[src/hw/rtl/idqp_pkg.sv]
package idqp_pkg;

   // Phase codes of the parse machine: odd codes sit inside an octet,
   // even nonzero codes sit right after a dot.
   localparam logic [2:0] PH_START  = 3'd0;
   localparam logic [2:0] PH_OCTET1 = 3'd1;
   localparam logic [2:0] PH_DOT1   = 3'd2;
   localparam logic [2:0] PH_OCTET2 = 3'd3;
   localparam logic [2:0] PH_DOT2   = 3'd4;
   localparam logic [2:0] PH_OCTET3 = 3'd5;
   localparam logic [2:0] PH_DOT3   = 3'd6;
   localparam logic [2:0] PH_OCTET4 = 3'd7;

   localparam logic [7:0] CHAR_ZERO  = 8'h30;
   localparam logic [7:0] CHAR_NINE  = 8'h39;
   localparam logic [7:0] CHAR_DOT   = 8'h2E;
   localparam logic [7:0] CHAR_SPACE = 8'h20;
   localparam logic [7:0] CHAR_TAB   = 8'h09;
   localparam logic [7:0] CHAR_LF    = 8'h0A;
   localparam logic [7:0] CHAR_CR    = 8'h0D;

   localparam logic [11:0] OCTET_MAX  = 12'd255;
   localparam logic [3:0]  DIGIT_BASE = 4'd10;
   localparam int          ADDR_W     = 32;
   localparam int          OUT_CNT_W  = 16;

   typedef enum logic [1:0] {
      CLS_DIGIT,
      CLS_DOT,
      CLS_BLANK,
      CLS_BAD
   } char_class_type;

   typedef logic [3:0][7:0] octets_type;

   typedef struct packed {
      logic fire;
      logic good;
   } verdict_type;

   function automatic char_class_type classify(input logic [7:0] ch);
      char_class_type cls;
      if (ch >= CHAR_ZERO && ch <= CHAR_NINE) begin
         cls = CLS_DIGIT;
      end else if (ch == CHAR_DOT) begin
         cls = CLS_DOT;
      end else if (ch == CHAR_SPACE || ch == CHAR_TAB || ch == CHAR_LF || ch == CHAR_CR) begin
         cls = CLS_BLANK;
      end else begin
         cls = CLS_BAD;
      end
      return cls;
   endfunction

endpackage

[src/hw/rtl/idqp_step.sv]
module idqp_step
   import idqp_pkg::*;
#(
   parameter int COUNT_WIDTH = 16
) (
   input  logic [7:0]             in_byte,
   input  logic                   last_byte,
   input  logic [2:0]             phase,
   input  octets_type             octets,
   input  logic [COUNT_WIDTH-1:0] pos,
   input  logic                   decided,
   output logic [2:0]             phase_next,
   output octets_type             octets_next,
   output logic [COUNT_WIDTH-1:0] pos_next,
   output logic                   decided_next,
   output verdict_type            verdict,
   output logic [COUNT_WIDTH-1:0] count
);

   localparam logic [COUNT_WIDTH-1:0] CNT_CAP = '1;

   char_class_type  cls;
   logic [3:0]      digit;
   logic [1:0]      idx;
   logic [11:0]     acc;
   logic            bad;
   logic            done;
   logic [COUNT_WIDTH-1:0] pos_inc;

   assign cls   = classify(in_byte);
   assign digit = 4'(in_byte - CHAR_ZERO);
   assign idx   = phase[2:1];
   assign acc   = 12'(octets[3 - idx]) * 12'(DIGIT_BASE) + 12'(digit);
   assign pos_inc = (pos == CNT_CAP) ? pos : pos + 1'b1;

   always_comb begin
      phase_next   = phase;
      octets_next  = octets;
      bad          = 1'b0;
      done         = 1'b0;
      case (cls)
         CLS_DIGIT: begin
            if (phase == PH_START) begin
               phase_next = PH_OCTET1;
               octets_next[3] = 8'(digit);
            end else if (phase[0]) begin
               if (acc > OCTET_MAX) begin
                  bad = 1'b1;
               end else begin
                  octets_next[3 - idx] = acc[7:0];
               end
            end else begin
               phase_next = phase + 3'd1;
               octets_next[3 - idx] = 8'(digit);
            end
         end
         CLS_DOT: begin
            if (phase == PH_OCTET1 || phase == PH_OCTET2 || phase == PH_OCTET3) begin
               phase_next = phase + 3'd1;
            end else begin
               bad = 1'b1;
            end
         end
         CLS_BLANK: begin
            if (phase == PH_OCTET4) begin
               done = 1'b1;
            end else if (phase != PH_START) begin
               bad = 1'b1;
            end
         end
         default: begin
            bad = 1'b1;
         end
      endcase
   end

   always_comb begin
      verdict      = '0;
      count        = pos;
      pos_next     = pos;
      decided_next = decided;
      if (decided) begin
         // Bytes after a decision are dropped until the end of the buffer.
      end else if (bad) begin
         verdict = '{fire: 1'b1, good: 1'b0};
      end else if (done) begin
         verdict = '{fire: 1'b1, good: 1'b1};
      end else begin
         pos_next = pos_inc;
         count    = pos_inc;
         if (last_byte) begin
            verdict = '{fire: 1'b1, good: (phase_next == PH_OCTET4)};
         end
      end
      if (verdict.fire) begin
         decided_next = 1'b1;
      end
   end

endmodule

[src/hw/rtl/ipv4_dotted_quad_parser.sv]
// IPv4 dotted-quad text parser.
// The request channel carries one text byte per transaction in req_tdata,
// with req_tlast high on the final byte of a buffer. The parser skips
// leading blanks, then reads four decimal octets (0..255) separated by dots,
// ended by a blank or by the end of the buffer.
// Exactly one response transaction comes per buffer, in the cycle after the
// byte that decides the parse is taken. rsp_tuser is high for a valid
// address; rsp_tdata then holds the address and the count of bytes before
// the terminating blank (or the buffer length). On an error both are zero.
// Bytes that follow a decision are absorbed without a response until the
// byte with req_tlast, which rearms the parser for the next buffer.
// Throughput is one byte per cycle unless a held response stalls it: the
// per-byte step is one logic pass from parse state to response register.
// The response register holds its transaction while rsp_tready is low; a
// new byte is still taken in the cycle the held response is delivered.
// Reset returns the parser to the start of a buffer with no response pending.
module ipv4_dotted_quad_parser
   import idqp_pkg::*;
#(
   parameter int COUNT_WIDTH = 16
) (
   input  logic        clock,
   input  logic        reset,
   input  logic        req_tvalid,
   output logic        req_tready,
   input  logic [7:0]  req_tdata,   // [7:0] in_byte
   input  logic        req_tlast,   // last_byte
   output logic        rsp_tvalid,
   input  logic        rsp_tready,
   output logic [47:0] rsp_tdata,   // [31:0] address, [47:32] consumed
   output logic [0:0]  rsp_tuser    // [0] ok
);

   logic [2:0]             phase_ff, phase_in;
   octets_type             octets_ff, octets_in;
   logic [COUNT_WIDTH-1:0] pos_ff, pos_in;
   logic                   decided_ff, decided_in;

   logic                   rsp_valid_ff;
   logic                   rsp_ok_ff;
   logic [ADDR_W-1:0]      rsp_addr_ff;
   logic [OUT_CNT_W-1:0]   rsp_cnt_ff;

   verdict_type            verdict;
   logic [COUNT_WIDTH-1:0] count;
   logic [32:0]            count_ext;
   logic [OUT_CNT_W-1:0]   count_sat;
   logic                   req_take;

   assign req_tready = !rsp_valid_ff || rsp_tready;
   assign req_take   = req_tvalid && req_tready;

   idqp_step #(
      .COUNT_WIDTH (COUNT_WIDTH)
   ) u_step (
      .in_byte      (req_tdata),
      .last_byte    (req_tlast),
      .phase        (phase_ff),
      .octets       (octets_ff),
      .pos          (pos_ff),
      .decided      (decided_ff),
      .phase_next   (phase_in),
      .octets_next  (octets_in),
      .pos_next     (pos_in),
      .decided_next (decided_in),
      .verdict      (verdict),
      .count        (count)
   );

   assign count_ext = 33'(count);
   assign count_sat = (count_ext > 33'(17'h0FFFF)) ? '1 : count_ext[OUT_CNT_W-1:0];

   always_ff @(posedge clock) begin
      if (reset) begin
         phase_ff   <= PH_START;
         octets_ff  <= '0;
         pos_ff     <= '0;
         decided_ff <= 1'b0;
      end else if (req_take) begin
         if (req_tlast) begin
            phase_ff   <= PH_START;
            octets_ff  <= '0;
            pos_ff     <= '0;
            decided_ff <= 1'b0;
         end else begin
            phase_ff   <= phase_in;
            octets_ff  <= octets_in;
            pos_ff     <= pos_in;
            decided_ff <= decided_in;
         end
      end
   end

   always_ff @(posedge clock) begin
      if (reset) begin
         rsp_valid_ff <= 1'b0;
      end else if (req_take) begin
         rsp_valid_ff <= verdict.fire;
      end else if (rsp_tready) begin
         rsp_valid_ff <= 1'b0;
      end
   end

   always_ff @(posedge clock) begin
      if (req_take && verdict.fire) begin
         rsp_ok_ff   <= verdict.good;
         rsp_addr_ff <= verdict.good ? octets_in : '0;
         rsp_cnt_ff  <= verdict.good ? count_sat : '0;
      end
   end

   assign rsp_tvalid   = rsp_valid_ff;
   assign rsp_tdata    = {rsp_cnt_ff, rsp_addr_ff};
   assign rsp_tuser[0] = rsp_ok_ff;

`ifndef ASSERT_OFF
   a_err_zero: assert property (@(posedge clock) disable iff (reset)
      rsp_tvalid && !rsp_tuser[0] |-> rsp_tdata == 48'd0)
      else $error("error response carries nonzero data");

   a_ok_count: assert property (@(posedge clock) disable iff (reset)
      rsp_tvalid && rsp_tuser[0] |-> rsp_tdata[47:32] != 16'd0)
      else $error("valid address with zero byte count");

   a_no_resp_after_decision: assert property (@(posedge clock) disable iff (reset)
      req_take && decided_ff |=> !rsp_tvalid)
      else $error("response produced after the buffer was decided");

   a_resp_from_byte: assert property (@(posedge clock) disable iff (reset)
      rsp_tvalid && !$past(rsp_tvalid) |-> $past(req_take))
      else $error("response appeared without an accepted byte");
`endif

endmodule
[config.mk]
export PLATFORM = sky130hd
export DESIGN_NAME = ipv4_dotted_quad_parser
export DESIGN_NICKNAME = d
export VERILOG_FILES = /design/src/hw/rtl/idqp_pkg.sv /design/src/hw/rtl/idqp_step.sv /design/src/hw/rtl/ipv4_dotted_quad_parser.sv
export SDC_FILE = /design/constraint.sdc
export NUM_CORES = 1
export LEC_CHECK = 0
export ABC_CLOCK_PERIOD_IN_PS = 8500
export BUFFER_PORTS_ARGS = -buffer_cell sky130_fd_sc_hd__buf_2
export CAP_MARGIN = 20
export CORE_ASPECT_RATIO = 0.5
export CORE_MARGIN = 3
export CORE_UTILIZATION = 40
export CTS_CLUSTER_DIAMETER = 60
export DETAILED_ROUTE_END_ITERATION = 7
export HOLD_SLACK_MARGIN = 0.02
export PLACE_DENSITY = 0.63
export SLEW_MARGIN = 20
export SYNTH_ARGS = -nofsm -noshare
export SYNTH_HDL_FRONTEND = slang
export SYNTH_SLANG_ARGS = --single-unit
[constraint.sdc]
create_clock -name clock -period 8.5 [get_ports clock]
set_input_delay 0.425 -clock clock [delete_from_list [all_inputs] [get_ports clock]]
set_output_delay 0.425 -clock clock [all_outputs]
set_load 0.01 [all_outputs]
* After elaboration in Yosys (flattened, before gate mapping)
Cells that the tools add are included.
Word-level totals: memory bits (writable) 0, ROM bits 0, memories kept 0, bits in latches 0, flip-flop bits (word level) 102, output and inout port bits 51, word-level logic and storage cells 96
Operators by class: multiplexer cells 43, $add $sub $neg 5, magnitude comparators 6, bitwise logic cells 0, reduce and logical (&&, ||, !) cells 17, divide/modulo/power cells 0, multiply operators 1, equality and inequality tests 13, shift-type cells 0
Operators with widths (number):
- two-way mux 32 bit | 4
- two-way mux 16 bit | 6
- bitwise mux 32 bit | 2
- >= comparator 32 x 1 -> 1 bit, second input constant | 1
- < comparator 32 x 3 -> 1 bit, second input constant | 1
- equality test 8 x 4 -> 1 bit, second input constant | 3
- two-way mux 24 bit | 1
- two-way mux 8 bit | 3
- adder 16 x 1 -> 16 bit, second input constant | 1
- binary-select mux 8 bit (select 2 bit) | 1
- demux 8 bit (select 2 bit) | 1
- equality test 16 bit, second input constant | 1
- equality test 8 x 6 -> 1 bit, second input constant | 2
- greater-than comparator 16 bit, second input constant | 1
- two-way mux 1 bit | 13
- adder 12 x 4 -> 12 bit | 1
- greater-than comparator 12 x 8 -> 1 bit, second input constant | 1
- two-way mux 2 bit | 6
- two-way mux 3 bit | 4
- multiplier 8 x 3 -> 11 bit, second input constant | 1
- equality test 3 bit, second input constant | 3
- >= comparator 8 x 6 -> 1 bit, second input constant | 1
- less-or-equal comparator 8 x 6 -> 1 bit, second input constant | 1
- logical OR 1 bit | 6
- 16 further kinds | 20

* Depth between registers and ports, before layout
Gate-level depths: netlist (run 1).
word-level depth 16, depth in mapped cells 15

* Hierarchy
From an unflattened synthesis (run 1), not the netlist that was laid out.
Unflattened totals: cells, all modules 708, area total of the unflattened synthesis 6570.1 sq um
By module, submodules not included:
- ipv4_dotted_quad_parser | sequential area each 2532.4 sq um, instances 1, area each 4088.9 sq um, cells an instance 350
- idqp_step | sequential area each 0.0 sq um, instances 1, area each 2481.1 sq um, cells an instance 358

* Least setup slack after synthesis (run 1)
OpenSTA, ideal clock, no wires.
path type register to register, from register phase_ff[1], to register rsp_addr_ff[0], enable pin, cell stages (with the launch flop) 16, required time 7984 ps, setup time 516 ps, clock period less this slack 7928 ps, buffers on the path 2, slack 572 ps, arrival 7412 ps, cell sequence dfxtp_1 > buf_1 > mux4_2 > ha_1 > ha_1 > fa_1 > nand2_1 > or2_4 > nor4_4 > a21oi_1 > o2111ai_4 > a31oi_2 > buf_4 > nand2_1 > nor2_1 > nor3_1
On the way: word-level cells in the longest chain between the ends 13, elaborated cells on any way between the ends 27
RTL lines:
- start, declared | RTL line ipv4_dotted_quad_parser.sv:34 | logic [2:0] phase_ff, phase_in;
- start signal, assigned | RTL line ipv4_dotted_quad_parser.sv:86 | phase_ff <= phase_in;
- subtractor 2 x 2 -> 3 bit | RTL line idqp_step.sv:33 | assign acc = 12'(octets[3 - idx]) * 12'(DIGIT_BASE) + 12'(digit);
- binary-select mux 8 bit (select 2 bit) | RTL line idqp_step.sv:33
- two-way mux 8 bit (implied by the code) | RTL line idqp_step.sv:33
- multiplier 8 x 3 -> 11 bit | RTL line idqp_step.sv:33
- adder 12 x 4 -> 12 bit | RTL line idqp_step.sv:33
- greater-than comparator 12 x 8 -> 1 bit | RTL line idqp_step.sv:47 | if (acc > OCTET_MAX) begin
- two-way mux 1 bit | RTL line idqp_step.sv:47
- two-way mux 1 bit | RTL line idqp_step.sv:46 | end else if (phase[0]) begin
- two-way mux 1 bit | RTL line idqp_step.sv:43 | if (phase == PH_START) begin
- one-hot mux 1 bit (3 select lines) | RTL line idqp_step.sv:41 | case (cls)
- two-way mux 2 bit * | RTL line idqp_step.sv:84 | end else if (bad) begin
- two-way mux 2 bit * | RTL line idqp_step.sv:82 | if (decided) begin
- logical AND 1 bit * | RTL line ipv4_dotted_quad_parser.sv:105 | if (req_take && verdict.fire) begin
- end signal, assigned | RTL line ipv4_dotted_quad_parser.sv:107 | rsp_addr_ff <= verdict.good ? octets_in : '0;
- end, declared | RTL line ipv4_dotted_quad_parser.sv:41 | logic [ADDR_W-1:0] rsp_addr_ff;
Mark *: on every way between the ends. The rest lies on a longest branch, timed or not. The select of a mux whose other input is x is not followed. A chain may end at the register's enable or synchronous reset.

* Worst setup path after layout (run 1)
from register phase_ff[1], to register rsp_addr_ff[28], enable pin
Same word-level chain as after synthesis.

==> flow_summary.yaml, run 1 <==
clock_tree:
  clock_latency_ns: 0.35
  postCtsResizedCells: 0
  htree_num_levels: 3
  cts.path.max_buffers: 2
  cts_tree: "done"
  root_buffer: "clkbuf_16"
  cts_hold_repair.buffers: 0
  numClockSinks: 102
  postCtsSetupRepairBufs: 0
  cts-buffers-inserted: 9
  cts.clk_slew.worst_paths_ns: 0.07
grt:
  globalRoute.totalOverflow: 0
  grt_antenna_before_repair: 0
  grt_max_degree: 39
  first_global_vias: 4918
  grt_pass1_wl_um: 26320
  global_route.usage.total_pct: 20.34
sta:
  maxClockFrequency_mhz: 174.3
  final.period_utilization_pct: 67.50
  worst_slew_pin_slew_ns: 1.044
  final-setup-viol-count: 0
  clock_period_minus_final_worst_setup_slack_ns: 5.738
  totalNegativeSetupSlack_ns: 0
  maxSlewHeadroom_pct: 30.33
  grt_setup_unrepaired: "false"
  fin_skew_ns: 0.01003
  final_hold_violating_endpoints: 0
  timing.final.max_slew_violations: 0
worst_hold_path:
  timing.hold.worst.class: "input port to flop"
  min_from: "reset"
  hold-path-endpoint: "phase_ff[1]"
  hold_path_depth: 2
route:
  detailroute.wirelength.met2_um: 7258
  detailroute.via_count: 5162
  wl_per_cell_um: 18.79
  finalWirelength_um: 16350
  final_antenna_net_count: 0
  drt_iter0_drc: 489
  post-route-drc-count: 0
  highest_layer: "met4"
  routedLengthMet1_um: 7468
  drt-pass1-iter-count: 5
  dr_wl_met3_um: 1209
  per_cell_via_count_in_the_routed_design: 5.933
logic_synthesis:
  synth_xor_xnor_area_share_pct: 2.832
  synthAdderAreaFrac_pct: 5.366
  yosysSeqAreaShare_pct: 43.10
  ys_dominant_reg_cell: "dfxtp_1"
  synthDominantCellAreaShare_pct: 25.04
  synth.mux.area_fraction_pct: 3.428
  number_of_synthesis_warnings: 0
  synth_compound_area_share_pct: 21.59
  synth_enable_flop_cells: 49
  synthesis.area_per_instance_um2: 9.416
  synth.cells.most_frequent: "nand2_1 (71), nor2_1 (71), dfxtp_1 (53)"
  yosys.area.top_type: "edfxtp_1"
  post_synth_inst_count: 624
  synth_top_family_by_area: "compound AO/OA/AOI/OAI gates"
  yosysUniqueCellTypes: 78
  synthesis.nets: 661
  synth-seq-cells: 102
  synth_async_sr_flop_share_pct: 0
  syn-cell-area_um2: 5876
  netlist_top_cells_area: "edfxtp_1 (25%), dfxtp_1 (18%), ha_1 (4.7%)"
  synthSimpleGateAreaFrac_pct: 20.57
floorplanning:
  number_of_cell_rows: 30
  dieArea_um2: 16270
  floorplan.io_pins: 64
  design.core.area_um2: 13960
  initial_utilization_pct: 42.08
  chipHeight_um: 91.70
  die-width_um: 177.4
setup_path:
  endpoint_kind: "flop"
  rr_endpoint: "rsp_addr_ff[28]"
  cp_class: "flop to flop"
  startpoint_type: "flop"
  reg2regPathDepth: 14
  reg2reg_from: "phase_ff[1]"
  crit_fanout: 35
  timing.critical_path.arrival_ns: 5.78
  rrSetupSlack_ns: 2.76
  worst_setup_path_startpoint: "phase_ff[1]"
  cp_data_required_time_ns: 8.54
power:
  power.net_switching_uw: 256.3
  power.leakage_nw: 2.397
  finalPower_mw: 1.033
  power.clock.fraction_pct: 40.0
  pwr_density_cell_nw_per_um2: 154.8
  intPower_uw: 776.5
  switching_share_pct: 24.81
  seqPwrFrac_pct: 52.0
  max-vdd-ir-drop_v: 0.00009681
  combinationalPowerShare_pct: 8.1
run_status:
  run_status: "finished, final reports clean"
layout:
  nNetsFinal: 710
  layout.core_utilization_pct: 47.77
  drive_gt1_share_pct: 18.44
  synthToLayoutAreaGrowth_pct: 13.52
  seqCellArea_um2: 2532
  num_antenna_cells: 0
  n_fill_cell: 1369
  multi_input_comb_area_um2: 3168
placement:
  portBuffers: 63
  hpwlAfterDp_um: 11870
  place.gp.congestion: 0.9280
flow_run:
  cap_viol_max_count: 0
-- layer usage --
metal,vias up,track usage (%)
met5,-,0
met4,0,6.789
met3,38,3.929
met2,195,31.72
met1,2488,28.36
li1,2441,-
-- stage by stage --
step	hold WS [ns]	setup slack (ns)	instances	area (um2)
after floorplan	0.4319	0.5720	624	5876
after global placement	0.4602	2.563	853	6370
after detailed placement	0.4621	2.822	854	6377
after CTS	0.4259	2.788	870	6670
after global routing	0.4692	2.408	870	6670
final	0.4369	2.762	870	6670
-- critical path, stage by stage, from the launching register on --
cell	delay, ns
dfxtp_1	0.84
mux4_2	0.65
ha_1	0.30
ha_1	0.23
fa_1	0.53
nand2_1	0.09
or2_4	0.26
nor4_4	0.26
a21oi_1	0.16
o2111ai_4	0.50
a31oi_2	0.37
nand2_1	0.21
nor2_1	0.08
nor3_2	0.59
buf_12	0.29
-- cell families (layout without fill, tap and decap cells) --
logic type | count (synthesis) | in the layout
mux | 10 | 10
compound gates | 180 | 180
fa+ha+maj | 24 | 24
simple gates | 243 | 243
xor+xnor | 19 | 19
buf+inv | 46 | 100
flops | 102 | 102
-- registers in the layout, summed over array words and instances, names as in the netlist --
| name | count |
|---|---|
| rsp_tvalid | 1 |
| phase_ff | 3 |
| rsp_cnt_ff | 16 |
| rsp_tuser | 1 |
| pos_ff | 16 |
| octets_ff | 32 |
| rsp_addr_ff | 32 |
| decided_ff | 1 |
-- area by class of cell --
class,instances,share of cell area [%]
multi-input cells,476,47.50
flip-flops and latches,102,37.97
repair buffers,71,5.815
clock buffers,11,3.808
well taps,192,3.602
inverters,13,0.7316
clock inverters,5,0.5815
-- how the worst max path moves through the flow --
stage,endpoint,cells after the start
after global placement,rsp_addr_ff[28],14
after detailed placement,rsp_addr_ff[30],14
after global routing,rsp_addr_ff[30],14
after CTS,rsp_addr_ff[28],14
after floorplan,rsp_addr_ff[0],15
final,rsp_addr_ff[28],14
-- cell usage in the layout, fill, tap and decap left out, types with 5 or more instances in the layout --
cell type	synthesis	routed
mux4_2	8	8
a32o_1	7	7
and2_1	6	6
nand2_1	71	71
inv_1	11	11
a211oi_2	6	6
a21o_1	6	6
edfxtp_1	49	49
a31oi_1	5	5
and3_1	10	10
dfxtp_1	53	53
nand4_1	12	12
nor2_1	71	70
buf_2	4	63
clkbuf_16	0	10
nand3_1	14	14
nor3_1	15	14
buf_4	1	7
or2_2	5	5
ha_1	22	22
a21oi_1	39	39
a22oi_1	10	10
o21ai_0	42	42
a211oi_1	7	7
o22ai_1	8	8
or3_1	7	7
nor2b_1	5	5
o211ai_1	7	7
xnor2_1	15	15
-- power by group through the flow --
stage / Clock (mW) / Sequential, mW / Combinational [mW]
3_3_place_gp: 0 / 0.548 / 0.0816
6_report: 0.413 / 0.537 / 0.0834
2_1_floorplan: 0 / 0.559 / 0.0370
5_1_grt: 0.440 / 0.538 / 0.0912
4_1_cts: 0.420 / 0.537 / 0.0835
3_5_place_dp: 0 / 0.548 / 0.0832
No activity file was read; power rests on OpenSTA's default activity.
==> inputs of run 2 (changes only) <==
--- a/config.mk
+++ b/config.mk
@@ -5,7 +5,7 @@
 export SDC_FILE = /design/constraint.sdc
 export NUM_CORES = 1
 export LEC_CHECK = 0
-export ABC_CLOCK_PERIOD_IN_PS = 8500
+export ABC_CLOCK_PERIOD_IN_PS = 5400
 export BUFFER_PORTS_ARGS = -buffer_cell sky130_fd_sc_hd__buf_2
 export CAP_MARGIN = 20
 export CORE_ASPECT_RATIO = 0.5
@@ -14,7 +14,7 @@
 export CTS_CLUSTER_DIAMETER = 60
 export DETAILED_ROUTE_END_ITERATION = 7
 export HOLD_SLACK_MARGIN = 0.02
-export PLACE_DENSITY = 0.63
+export PLACE_DENSITY = 0.61
 export SLEW_MARGIN = 20
 export SYNTH_ARGS = -nofsm -noshare
 export SYNTH_HDL_FRONTEND = slang
==> constraint.sdc (replaced) <==
create_clock -name clock -period 5.4 [get_ports clock]
set_input_delay 0.27 -clock clock [delete_from_list [all_inputs] [get_ports clock]]
set_output_delay 0.27 -clock clock [all_outputs]
set_load 0.01 [all_outputs]
==> run 2 against run 1 <==
Against the previous run: wire length down 0.24%; register-to-register slack worse by 2.4 ns; cell count up 0.80%; critical path depth unchanged; critical endpoint is now rsp_addr_ff[10]; sequential share of layout area down 0.34 points; global-route usage down 0.066 points; largest power group unchanged; highest routed layer unchanged.
==> flow_summary.yaml, run 2 (synthesis gave the netlist of run 1 again) <==
route:
  detailroute.via_count: 5100
  drt_iter0_drc: 519
  post-route-drc-count: 0
  detailroute.wirelength.met2_um: 7370
  finalWirelength_um: 16310
  per_cell_via_count_in_the_routed_design: 5.815
  drt-pass1-iter-count: 5
  routedLengthMet1_um: 7698
  final_antenna_net_count: 0
  highest_layer: "met4"
  wl_per_cell_um: 18.59
  dr_wl_met3_um: 1035
layout:
  final_cell_count_no_fill: 877
  fin_area_um2: 6730
  synthToLayoutAreaGrowth_pct: 14.54
  layout.core_utilization_pct: 48.20
  nNetsFinal: 717
  seqCellArea_um2: 2532
  drive_gt1_share_pct: 18.98
  largest_registers: "octets_ff (32), rsp_addr_ff (32)"
  n_fill_cell: 1337
  layout.cells.most_common_list: "nand2_1 (71), nor2_1 (70), buf_2 (63)"
  multi_input_comb_area_um2: 3174
  layout_commonest_cell: "nand2_1"
  num_antenna_cells: 0
placement:
  place.gp.congestion: 0.8812
  placedCellCount: 861
  portBuffers: 63
  detailed_place.area_um2: 6436
  hpwlAfterDp_um: 11720
setup_path:
  rr_endpoint: "rsp_addr_ff[10]"
  reg2reg_from: "phase_ff[1]"
  timing.critical_path.max_delay_family: "simple AND/OR/NAND/NOR gates"
  cp_slowest_cell: "dfxtp_1"
  timing.critical_path.arrival_ns: 5.08
  reg2regPathDepth: 14
  endpoint_kind: "flop"
  rrSetupSlack_ns: 0.35
  cp_data_required_time_ns: 5.42
  count_of_buffer_and_inverter_cells_on_the_critical_path: 2
  critical_path.max_stage_delay_ns: 0.71
  cp_cell_sequence: "buf_4 -> mux4_2 -> ha_1 -> fa_1 -> xnor2_1 -> or2_4 -> nor4_4 -> a21oi_1 -> o2111ai_4 -> a31oi_2 -> nand2_1 -> nor2_1 -> nor3_4 -> buf_12"
  cp_class: "flop to flop"
  startpoint_type: "flop"
  crit_fanout: 49
grt:
  grt_pass1_wl_um: 26210
  globalRoute.totalOverflow: 0
  global_route.usage.total_pct: 20.28
  grt_max_degree: 50
  grt_antenna_before_repair: 0
  first_global_vias: 4960
clock_tree:
  root_buffer: "clkbuf_16"
  htree_num_levels: 3
  cts.clk_slew.worst_paths_ns: 0.07
  cts_tree: "done"
  postCtsResizedCells: 0
  cts.path.max_buffers: 2
  cts_hold_repair.buffers: 0
  clock_latency_ns: 0.35
  numClockSinks: 102
  postCtsSetupRepairBufs: 0
  cts-buffers-inserted: 9
worst_hold_path:
  min_from: "reset"
  hold_path_depth: 2
  hold-path-endpoint: "phase_ff[1]"
  timing.hold.worst.class: "input port to flop"
floorplanning:
  number_of_cell_rows: 30
  floorplan.io_pins: 64
  die-width_um: 177.4
  initial_utilization_pct: 42.08
  design.core.area_um2: 13960
  chipHeight_um: 91.70
  dieArea_um2: 16270
run_status:
  run_status: "finished, final reports clean"
sta:
  fin_skew_ns: 0.008804
  maxClockFrequency_mhz: 197.9
  fin_worst_hold_slack_ns: 0.2773
  maxSlewHeadroom_pct: 25.25
  clock_period_minus_final_worst_setup_slack_ns: 5.054
  grt_setup_unrepaired: "false"
  timing.final.max_slew_violations: 0
  totalNegativeSetupSlack_ns: 0
  final.period_utilization_pct: 93.59
  final-setup-viol-count: 0
  worst_slew_pin_slew_ns: 1.120
  final_hold_violating_endpoints: 0
power:
  pwr_density_cell_nw_per_um2: 243.7
  max-vdd-ir-drop_v: 0.0001250
  power.leakage_nw: 2.434
flow_run:
  cap_viol_max_count: 0
[run 2: cell type report]
cell class              instances  share of cell area (%)
clock inverters                 3                  0.6507
flip-flops and latches        102                   37.63
repair buffers                 78                   6.544
clock buffers                  13                   3.718
inverters                      13                  0.7250
multi-input cells             476                   47.16
well taps                     192                   3.569
[run 2: worst max-delay path by stage]
stage	slack (ns)	startpoint	cells past startpoint	to
floorplan	0.03	phase_ff[1]	15	rsp_addr_ff[0]
global placement	0.45	phase_ff[1]	14	pos_ff[4]
detailed placement	0.38	phase_ff[1]	14	rsp_addr_ff[30]
CTS	0.32	phase_ff[1]	14	rsp_addr_ff[1]
global route	0.02	phase_ff[1]	14	rsp_addr_ff[27]
finish	0.35	phase_ff[1]	14	rsp_addr_ff[10]
[run 2: power by group]
part,switching [mW],internal (mW),total (mW)
registers,0.00778,0.837,0.845
clock network,0.290,0.374,0.665
logic,0.0909,0.0395,0.130
[run 2: routing by layer]
layer	vias to the layer above	GRT usage, %
met3	23	4.384
li1	2459	-
met2	144	32.58
met4	0	4.569
met1	2474	28.07
met5	-	0
[run 2: metrics by stage]
step	power (mW)	setup slack, ns
final	1.640	0.3461
after detailed placement	0.9927	0.3782
after global routing	1.696	0.01705
after global placement	0.9903	0.4504
after CTS	1.650	0.3164
after floorplan	0.9370	0.03017
